<file path="src/sv/irb_pkg.sv">
// Package for the infrared ring bearing estimator: constants, payload types, direction tables.
`default_nettype none
package irb_pkg;

    localparam int SENSOR_COUNT      = 16;
    localparam int READING_BITS      = 12;
    localparam int READING_MAX       = (1 << READING_BITS) - 1;
    localparam int POS_BITS          = 4;
    localparam int POS_COUNT         = 1 << POS_BITS;
    localparam int UNIT_BITS         = 18;
    localparam int WEIGHT_BITS       = READING_BITS + 1;
    localparam int PROD_BITS         = WEIGHT_BITS + UNIT_BITS;
    localparam int SUM_BITS          = 34;
    localparam int CORDIC_BITS       = SUM_BITS + 3;
    localparam int ANGLE_BITS        = 16;
    localparam int Z_BITS            = 18;
    localparam int CORDIC_STEPS      = 16;
    localparam int STEP_BITS         = 4;
    localparam int CORDIC_START      = 19898;
    localparam int DEFAULT_THRESHOLD = 4000;
    localparam int HALF_TURN         = 32768;

    typedef struct packed {
        logic [POS_BITS-1:0]     sensor_position;
        logic [READING_BITS-1:0] reading;
        logic                    packet_end;
    } irb_in_t;

    typedef struct packed {
        logic                         ball_seen;
        logic signed [ANGLE_BITS-1:0] bearing;
        logic [POS_BITS-1:0]          strongest_position;
        logic [READING_BITS-1:0]      strongest_reading;
    } irb_out_t;

    typedef logic [POS_COUNT-1:0][UNIT_BITS-1:0] unit_lut_t;

    function automatic logic signed [Z_BITS-1:0] atan_unit(input logic [STEP_BITS-1:0] i);
        logic signed [Z_BITS-1:0] v;
        case (i)
            4'd0:    v = 18'sd8192;
            4'd1:    v = 18'sd4836;
            4'd2:    v = 18'sd2555;
            4'd3:    v = 18'sd1297;
            4'd4:    v = 18'sd651;
            4'd5:    v = 18'sd326;
            4'd6:    v = 18'sd163;
            4'd7:    v = 18'sd81;
            4'd8:    v = 18'sd41;
            4'd9:    v = 18'sd20;
            4'd10:   v = 18'sd10;
            4'd11:   v = 18'sd5;
            4'd12:   v = 18'sd3;
            4'd13:   v = 18'sd1;
            4'd14:   v = 18'sd1;
            default: v = 18'sd0;
        endcase
        return v;
    endfunction

    // Q15 unit vector of every sensor direction, rotation-mode CORDIC at elaboration
    function automatic unit_lut_t build_unit_lut(input bit want_sin);
        unit_lut_t lut;
        longint    a;
        longint    x;
        longint    y;
        longint    dx;
        longint    dy;
        bit        flip;
        lut = '0;
        for (int p = 0; p < POS_COUNT; p++) begin
            a = (longint'(p) * 65536 / SENSOR_COUNT) % 65536;
            flip = 1'b0;
            if (a >= 32768) a = a - 65536;
            if (a > 16384) begin
                a = a - 32768;
                flip = 1'b1;
            end else if (a < -16384) begin
                a = a + 32768;
                flip = 1'b1;
            end
            x = CORDIC_START;
            y = 0;
            for (int i = 0; i < CORDIC_STEPS; i++) begin
                dx = y >>> i;
                dy = x >>> i;
                if (a >= 0) begin
                    x = x - dx;
                    y = y + dy;
                    a = a - longint'(atan_unit(STEP_BITS'(i)));
                end else begin
                    x = x + dx;
                    y = y - dy;
                    a = a + longint'(atan_unit(STEP_BITS'(i)));
                end
            end
            if (flip) begin
                x = -x;
                y = -y;
            end
            lut[p] = want_sin ? UNIT_BITS'(y) : UNIT_BITS'(x);
        end
        return lut;
    endfunction

    localparam unit_lut_t COS_LUT = build_unit_lut(1'b0);
    localparam unit_lut_t SIN_LUT = build_unit_lut(1'b1);

endpackage
`default_nettype wire

</file>
<file path="src/sv/ir_ring_bearing_estimator.sv">
// Infrared ring bearing estimator: accumulates weighted sensor vectors, CORDIC arctangent.
//
// Input channel in_valid/in_stall/in_data carries one reading per transaction with its
// sensor position and a packet_end mark. Output channel out_valid/out_stall/out_data
// carries one result per packet: ball_seen, held bearing and the strongest reading.
// cfg_wr_en/cfg_wr_data write detect_threshold (reset 4000); write only while idle.
//
// Each reading is worked in turn: the accepting cycle multiplies weight by the cosine,
// the next adds it and multiplies by the sine, and then that product is added. Both
// products share one multiplier. A reading with packet_end then passes through PREP,
// which loads the vector, 16 iterations of the shared vectoring CORDIC stage, and FIN,
// which writes the result register; PREP skips the iterations when nothing was detected
// or both sums are 0. in_stall is high throughout; a result then sits in the output
// register, and the next packet is accepted while it waits. A packet end that finds the
// output register still full and stalled holds until it is taken.
// Reset clears the sums, held bearing and output valid; the lowest reading resets to max.
`default_nettype none
module ir_ring_bearing_estimator
    import irb_pkg::*;
(
    input  wire logic                    clk,
    input  wire logic                    rst_n,
    input  wire logic                    cfg_wr_en,
    input  wire logic [READING_BITS-1:0] cfg_wr_data,
    input  wire logic                    in_valid,
    output logic                         in_stall,
    input  wire irb_in_t                 in_data,
    output logic                         out_valid,
    input  wire logic                    out_stall,
    output irb_out_t                     out_data
);

    localparam logic [2:0] S_IDLE  = 3'd0;
    localparam logic [2:0] S_ACC_X = 3'd1;
    localparam logic [2:0] S_ACC_Y = 3'd2;
    localparam logic [2:0] S_PREP  = 3'd3;
    localparam logic [2:0] S_ITER  = 3'd4;
    localparam logic [2:0] S_FIN   = 3'd5;

    logic [2:0]                     state_reg, state_next;
    logic [READING_BITS-1:0]        thr_reg;
    logic signed [SUM_BITS-1:0]     sx_reg, sy_reg;
    logic [READING_BITS-1:0]        low_reg;
    logic [POS_BITS-1:0]            low_pos_reg;
    logic                           any_reg;
    logic signed [ANGLE_BITS-1:0]   held_reg;
    logic [POS_BITS-1:0]            pos_reg;
    logic [READING_BITS-1:0]        weight_reg;
    logic                           last_reg;
    logic signed [PROD_BITS-1:0]    prod_reg;
    logic signed [CORDIC_BITS-1:0]  cx_reg, cy_reg;
    logic signed [Z_BITS-1:0]       z_reg;
    logic                           zero_reg;
    logic [STEP_BITS-1:0]           step_reg;
    logic                           out_valid_reg;
    irb_out_t                       out_reg;

    logic                           in_take;
    logic                           det;
    logic [READING_BITS-1:0]        weight_in;
    logic signed [WEIGHT_BITS-1:0]  mul_a;
    logic signed [UNIT_BITS-1:0]    mul_b;
    logic signed [PROD_BITS-1:0]    mul_p;
    logic signed [CORDIC_BITS-1:0]  sx_ext, sy_ext;
    logic signed [CORDIC_BITS-1:0]  dx, dy;
    logic                           y_pos;
    logic                           out_free;
    logic signed [ANGLE_BITS-1:0]   new_bearing;

    function automatic logic signed [SUM_BITS-1:0] sat_add(
        input logic signed [SUM_BITS-1:0]  s,
        input logic signed [PROD_BITS-1:0] p
    );
        logic signed [SUM_BITS:0] t;
        logic signed [SUM_BITS-1:0] r;
        t = (SUM_BITS+1)'(s) + (SUM_BITS+1)'(p);
        if (t[SUM_BITS] != t[SUM_BITS-1])
        begin
            r = t[SUM_BITS] ? {1'b1, {(SUM_BITS-1){1'b0}}} : {1'b0, {(SUM_BITS-1){1'b1}}};
        end
        else
        begin
            r = t[SUM_BITS-1:0];
        end
        return r;
    endfunction

    assign in_stall  = (state_reg != S_IDLE);
    assign in_take   = in_valid && !in_stall;
    assign out_valid = out_valid_reg;
    assign out_data  = out_reg;
    assign out_free  = !out_valid_reg || !out_stall;

    assign det       = (in_data.reading < thr_reg);
    assign weight_in = det ? (READING_BITS'(READING_MAX) - in_data.reading) : '0;

    // shared multiplier: cosine at accept, sine in the following cycle
    always_comb
    begin
        if (state_reg == S_IDLE)
        begin
            mul_a = $signed({1'b0, weight_in});
            mul_b = $signed(COS_LUT[in_data.sensor_position]);
        end
        else
        begin
            mul_a = $signed({1'b0, weight_reg});
            mul_b = $signed(SIN_LUT[pos_reg]);
        end
    end
    assign mul_p = mul_a * mul_b;

    assign sx_ext = CORDIC_BITS'(sx_reg);
    assign sy_ext = CORDIC_BITS'(sy_reg);
    assign dx     = cy_reg >>> step_reg;
    assign dy     = cx_reg >>> step_reg;
    assign y_pos  = !cy_reg[CORDIC_BITS-1] && (cy_reg != '0);
    assign new_bearing = any_reg ? (zero_reg ? '0 : z_reg[ANGLE_BITS-1:0]) : held_reg;

    always_comb
    begin
        state_next = state_reg;
        case (state_reg)
            S_IDLE:  if (in_take) state_next = S_ACC_X;
            S_ACC_X: state_next = S_ACC_Y;
            S_ACC_Y: state_next = last_reg ? S_PREP : S_IDLE;
            S_PREP:  state_next = (any_reg && !((sx_reg == '0) && (sy_reg == '0))) ?
                                  S_ITER : S_FIN;
            S_ITER:  if (step_reg == STEP_BITS'(CORDIC_STEPS - 1)) state_next = S_FIN;
            S_FIN:   if (out_free) state_next = S_IDLE;
            default: state_next = S_IDLE;
        endcase
    end

    always_ff @(posedge clk or negedge rst_n)
    begin
        if (!rst_n)
        begin
            state_reg     <= S_IDLE;
            thr_reg       <= READING_BITS'(DEFAULT_THRESHOLD);
            sx_reg        <= '0;
            sy_reg        <= '0;
            low_reg       <= READING_BITS'(READING_MAX);
            low_pos_reg   <= '0;
            any_reg       <= 1'b0;
            held_reg      <= '0;
            step_reg      <= '0;
            out_valid_reg <= 1'b0;
        end
        else
        begin
            state_reg <= state_next;
            if (cfg_wr_en) thr_reg <= cfg_wr_data;
            if ((state_reg == S_FIN) && out_free)
                out_valid_reg <= 1'b1;
            else if (out_valid_reg && !out_stall)
                out_valid_reg <= 1'b0;
            case (state_reg)
                S_IDLE:
                begin
                    if (in_take)
                    begin
                        if (in_data.reading < low_reg)
                        begin
                            low_reg     <= in_data.reading;
                            low_pos_reg <= in_data.sensor_position;
                        end
                        if (det) any_reg <= 1'b1;
                    end
                end
                S_ACC_X: sx_reg <= sat_add(sx_reg, prod_reg);
                S_ACC_Y: sy_reg <= sat_add(sy_reg, prod_reg);
                S_PREP:  step_reg <= '0;
                S_ITER:  step_reg <= step_reg + 1'b1;
                S_FIN:
                begin
                    if (out_free)
                    begin
                        held_reg      <= new_bearing;
                        sx_reg        <= '0;
                        sy_reg        <= '0;
                        low_reg       <= READING_BITS'(READING_MAX);
                        low_pos_reg   <= '0;
                        any_reg       <= 1'b0;
                    end
                end
                default: ;
            endcase
        end
    end

    // datapath registers, no reset
    always_ff @(posedge clk)
    begin
        case (state_reg)
            S_IDLE:
            begin
                if (in_take)
                begin
                    pos_reg    <= in_data.sensor_position;
                    weight_reg <= weight_in;
                    last_reg   <= in_data.packet_end;
                    prod_reg   <= mul_p;
                end
            end
            S_ACC_X: prod_reg <= mul_p;
            S_PREP:
            begin
                zero_reg <= (sx_reg == '0) && (sy_reg == '0);
                if (sx_reg[SUM_BITS-1])
                begin
                    cx_reg <= -sx_ext;
                    cy_reg <= -sy_ext;
                    z_reg  <= Z_BITS'(HALF_TURN);
                end
                else
                begin
                    cx_reg <= sx_ext;
                    cy_reg <= sy_ext;
                    z_reg  <= '0;
                end
            end
            S_ITER:
            begin
                if (y_pos)
                begin
                    cx_reg <= cx_reg + dx;
                    cy_reg <= cy_reg - dy;
                    z_reg  <= z_reg + atan_unit(step_reg);
                end
                else
                begin
                    cx_reg <= cx_reg - dx;
                    cy_reg <= cy_reg + dy;
                    z_reg  <= z_reg - atan_unit(step_reg);
                end
            end
            S_FIN:
            begin
                if (out_free)
                begin
                    out_reg.ball_seen          <= any_reg;
                    out_reg.bearing            <= new_bearing;
                    out_reg.strongest_position <= low_pos_reg;
                    out_reg.strongest_reading  <= low_reg;
                end
            end
            default: ;
        endcase
    end

endmodule
`default_nettype wire

</file>
<file path="config.mk">
export PLATFORM = sky130hd
export DESIGN_NAME = ir_ring_bearing_estimator
export DESIGN_NICKNAME = d
export VERILOG_FILES = /design/src/sv/irb_pkg.sv /design/src/sv/ir_ring_bearing_estimator.sv
export SDC_FILE = /design/constraint.sdc
export NUM_CORES = 2
export LEC_CHECK = 0
export BUFFER_PORTS_ARGS = -buffer_cell sky130_fd_sc_hd__buf_2
export CAP_MARGIN = 15
export CORE_MARGIN = 2
export CORE_UTILIZATION = 55
export DETAILED_ROUTE_END_ITERATION = 12
export GPL_TIMING_DRIVEN = 1
export PLACE_DENSITY = 0.71
export SYNTH_ARGS = -nofsm -noshare
export SYNTH_HDL_FRONTEND = slang
export SYNTH_SLANG_ARGS = --single-unit
export TNS_END_PERCENT = 10
</file>
<file path="constraint.sdc">
create_clock -name clk -period 10.8 [get_ports clk]
set_input_delay 2.16 -clock clk [delete_from_list [all_inputs] [get_ports clk]]
set_output_delay 2.16 -clock clk [all_outputs]
set_load 0.005 [all_outputs]
</file>
After elaboration in Yosys (flattened, before gate mapping). Memory sizes are Yosys's and may differ from the RTL's. A register that Yosys moved wholly into a read port is not among the register bits. Index checks and enable logic that the tools add are counted.

Flip-flop bits (word level): 295. ROM bits: 1024. Input bits: 34. Output and inout bits: 35. Word-level logic and storage cells: 140. Memories: 4.

Add/sub/neg operators: 12. Multipliers: 1. $lt $le $gt $ge: 4. Eq/ne operators: 13. Shifts and indexed selects: 2. Multiplexer cells: 51. Reduce and logical (&&, ||, !) cells: 31.

Memories: (name not given) (depth 16, bits a word 18, rd ports 1, clocked after Yosys merged registers in 1, write ports 0, RTL line ir_ring_bearing_estimator.sv:108) `mul_b = $signed(SIN_LUT[pos_reg]);`; (name not given) (depth 16, bits a word 18, rd ports 1, clocked after Yosys merged registers in 0, write ports 0, RTL line ir_ring_bearing_estimator.sv:103) `mul_b = $signed(COS_LUT[in_data.sensor_position]);`; (name not given) (depth 16, bits a word 14, rd ports 1, clocked after Yosys merged registers in 0, write ports 0, RTL line irb_pkg.sv:40) `case (i)`; (name not given) (depth 16, bits a word 14, rd ports 1, clocked after Yosys merged registers in 0, write ports 0, RTL line irb_pkg.sv:40).

Operators by type and width (count): $mux 34 (5); $mux 37 (4); $pmux 37 s2 (2); $mux 18 (8); $pmux 34 s2 (2); $add 37x37->37 (2); $neg 34->37 (2); $sshr 37x4->37 (2); $sub 37x37->37 (2); $add 34x31->35 (2); $logic_not 34->1 (2); $pmux 31 s2 (1); $mux 12 (5); $mux 16 (3); $reduce_bool 37->1 (1); $pmux 18 s2 (1); $mul 13x18->31 (1); $mux 31 (1); $lt 12x12->1 (2); $pmux 12 s2 (1); $add 18x18->18 (1); $pmux 3 s6 (1); $sub 18x18->18 (1); $mux 4 (4); 24 further kinds (58).

Longest topological paths before layout.
Word-level depth: 7. Depth in mapped cells: 34. Depth with buffers taken out: 32.

Least setup slack after synthesis. OpenSTA, ideal clock, no wires.

Path kind: input to register. Start: input in_data[2] in the netlist's numbering. End: register prod_reg[30], data pin. Setup time: 167 ps. Arrival time: 9675 ps. Data required time: 10633 ps. Setup slack: 958 ps. Cell stages on the path: 30. Path buffers: 1. Path through: ha_1 -> a21o_1 -> a21o_1 -> a21o_1 -> a21o_1 -> a21o_1 -> a21oi_1 -> o21ai_1 -> clkbuf_1 -> a2111oi_1 -> o21ai_0 -> fa_1 -> fa_1 -> inv_1 -> fa_1 -> fa_1 -> inv_1 -> fa_1 -> inv_1 -> ha_1 -> a21o_1 -> a21o_1 -> a21o_1 -> a21o_1 -> nor3_1 -> a211oi_1 -> o311a_1 -> o41ai_1 -> nor2_1 -> a211oi_1.

Word-level cells in the longest chain between the ends: 6. Elaborated cells on any way between the ends: 7. Those cells by class: 1 x add/sub; 1 x mul; 1 x order compare; 4 x mux.

RTL lines: from (decl) (RTL line ir_ring_bearing_estimator.sv:27) `input wire irb_in_t in_data,`; $sub 12x12->12 / $lt 12x12->1 (equally long branches) (RTL line ir_ring_bearing_estimator.sv:95, ir_ring_bearing_estimator.sv:94); $mux 12 * (RTL line ir_ring_bearing_estimator.sv:95) `assign weight_in = det ? (READING_BITS'(READING_MAX) - in_data.reading) : '0;`; $mux 12 * (RTL line ir_ring_bearing_estimator.sv:100) `if (state_reg == S_IDLE)`; $mul 13x18->31 * (RTL line ir_ring_bearing_estimator.sv:111) `assign mul_p = mul_a * mul_b;`; via mul_p[30] (RTL line ir_ring_bearing_estimator.sv:63) `logic signed [PROD_BITS-1:0] mul_p;`; $mux 31 (RTL line ir_ring_bearing_estimator.sv:198) `if (in_take)`; $pmux 31 s2 * (RTL line ir_ring_bearing_estimator.sv:195) `case (state_reg)`; to (signal assigned) (RTL line ir_ring_bearing_estimator.sv:203) `prod_reg <= mul_p;`; to (signal assigned) (RTL line ir_ring_bearing_estimator.sv:206) `S_ACC_X: prod_reg <= mul_p;`; to (decl) (RTL line ir_ring_bearing_estimator.sv:50) `logic signed [PROD_BITS-1:0] prod_reg;`.

Mark *: on every way through the listed nets, which the timed path passes. The rest lies on a longest branch. The select of a mux whose other input is x is not followed. A chain may end at the register's enable or synchronous reset.

Worst setup path after layout. Same ends and word-level chain as after synthesis.

==> summary.md <==
| Metric | Value |
|---|---|
| FF+latch count, synth | 307 |
| Total GRT Usage | 0.305 |
| Final Hold Vio Count | 0 |
| Fin. max-slew vios | 0 |
| Core box area | 65,500 um2 |
| Chip width | 261 um |
| CP Capture Type | flop |
| Synth-to-layout area growth | 6.20% |
| RSZ-0062 raised after global routing | no |
| Vias in the first global route | 29.7k |
| Die height | 261 um |
| Worst slew margin | 0.265 |
| Top-count cell post-synth | inv_1 |
| WL final | 105 mm |
| Via-to-Cell Ratio | 6.27 |
| Layout cells sized above 1 | 0.0904 |
| First-pass GRT wire length | 164 mm |
| Post-synth ARST share | 0.394 |
| Max-Cap Viols | 0 |
| Post-CTS setup buffers | 0 |
| CTS sink count | 307 |
| Final Setup Violations | 0 |
| Seq/Total Area, Yosys | 0.234 |
| Clk_skew | 27.7 ps |
| Synth Area per Inst | 8.86 um2 |
| Fin crit share | 0.899 |
| Worst-path fanout max | 15 |
| Synth top area cells | edfxtp_1 (14%), fa_1 (11%), ha_1 (9.4%) |
| Post-cts gate resize count | 0 |
| Worst path max stage delay | 570 ps |
| Mapped Cells | 4,089 |
| Distinct cells, synth | 101 |
| Predominant post-synthesis flop cell | edfxtp_1 |
| H-tree Lvls | 2 |
| Routed Antenna Nets | 0 |
| Die area | 68,000 um2 |
| DRC viols | 0 |
| Vias | 31.0k |
| Root Buffer | clkbuf_16 |
| Most used cell, CP | a21o_1 |
| Count of input and output buffers | 68 |
| Net count after synthesis | 4,592 |
| Crit path required time | 11,170 ps |
| HPWL Detailed | 81.7 mm |
| Inserted Diodes | 0 |
| Max clock buf depth | 3 |
| Outcome | finished clean |
| Pin count of the biggest net entering global routing | 91 |
| Mapped Area | 36,200 um2 |
| Post-synth top area share | 0.143 |
| Post-synth EDFFs | 172 |
| Nets | 4,555 |
| Worst-margin pin slew | 1100 ps |
| CP Launch Type | input port |
| Crit path time final | 9710 ps |
| TNS Setup | 0 ps |
| Average wire per standard cell | 21.1 um |
| Final Wtd Congestion | 1.02 |
| Initial Utilization | 0.553 |
| Synth Warn # | 0 |
| Clk slew on worst S/H paths | 60 ps |
| DRT Pass-1 Iters | 6 |
| Commonest cells in the netlist | inv_1 (368), a21oi_1 (357), nand2_1 (356) |
| Worst path arrival time | 10,080 ps |
| Hold Crit Class | flop to flop |
| Clock network latency to the later pin of the worst-skew pair | 570 ps |
| CTS Buf Count | 38 |
| Leading area contributor after synthesis | edfxtp_1 |
| CTS tree | built |
| F_max | 103 MHz |
| Total grt overflow | 0 |
| Initial antenna violation count | 2 |
| # hold bufs at CTS | 0 |
| Cell row count | 94 |
| Slowest-stage cell, CP | a2111o_1 |
| IO Pins | 69 |
| First DRT Iteration DRCs | 2,962 |
| Crit Path Category | input port to flop |
-- cell usage in the layout, fill, tap and decap left out, types with 43 or more instances in the layout --
master / netlist / final
nor3_1: 74 / 73
xnor2_1: 183 / 183
buf_4: 9 / 48
mux4_2: 59 / 59
ha_1: 273 / 273
nand2b_1: 43 / 43
fa_1: 196 / 196
buf_2: 26 / 67
a21o_1: 109 / 109
nor2_1: 214 / 211
nand2_1: 356 / 355
a31oi_1: 48 / 48
dfrtp_1: 103 / 98
inv_1: 368 / 365
a21oi_1: 357 / 356
o21ai_0: 348 / 348
mux2i_1: 90 / 90
nand3_1: 61 / 61
edfxtp_1: 172 / 172
xor2_1: 123 / 123
mux2_2: 54 / 54
-- final cells by class --
class / count / area (um2)
well taps: 864 / 1080
fillers: 5891 / 27000
repair buffers: 117 / 722
clock buffers: 47 / 995
flip-flops and latches: 307 / 8510
multi-input cells: 3218 / 25600
inverters: 370 / 1390
clock inverters: 23 / 223
-- routing by layer --
layer | vias to the layer above | GRT usage | part of all wire
met1 | 14900 | 0.410 | 0.42
met3 | 263 | 0.0389 | 0.066
met2 | 1138 | 0.494 | 0.47
met5 | - | 0 | 0.00026
li1 | 14700 | - | -
met4 | 4 | 0.133 | 0.046
-- kinds of logic after synthesis --
kind of cell    synth area share
flops                      0.234
simple gates               0.130
fa+ha+maj                  0.203
xor+xnor                  0.0746
compound gates             0.217
buf+inv                   0.0617
mux                       0.0791
-- worst max-delay path: cells and delay by family --
family / cells / cell delay [ps]
buffers and inverters: 7 / 700
and+or+nand+nor: 1 / 110
AOI/OAI and AO/OA: 17 / 4170
adders and majority gates: 7 / 2930
-- worst paths after layout --
path                                 from           end  slack (ps)  cells past startpoint
setup / recovery               in_data[2]  prod_reg[30]        1090                     32
hold / removal             low_pos_reg[3]  out_data[15]         450                      0
setup reg to reg               thr_reg[1]  prod_reg[30]        2430                     32
hold reg to reg            low_pos_reg[3]  out_data[15]         450                      0
max in group asynchronous           rst_n   step_reg[1]        7810                      2
min in group asynchronous           rst_n     sx_reg[1]        1550                      1
-- stage by stage --
step	setup slack, ps	utilization	area, um2	instances	hold WS [ps]
2_1_floorplan	958	-	36200	4089	425
3_3_place_gp	466	0.569	37200	4874	433
3_5_place_dp	375	0.569	37200	4874	438
4_1_cts	954	0.587	38500	4944	452
5_1_grt	606	0.587	38500	4946	464
6_report	1090	0.587	38500	4946	453
Power is not shown: default switching activity piles up to over one toggle a cycle in this logic, so the estimate is an artifact.
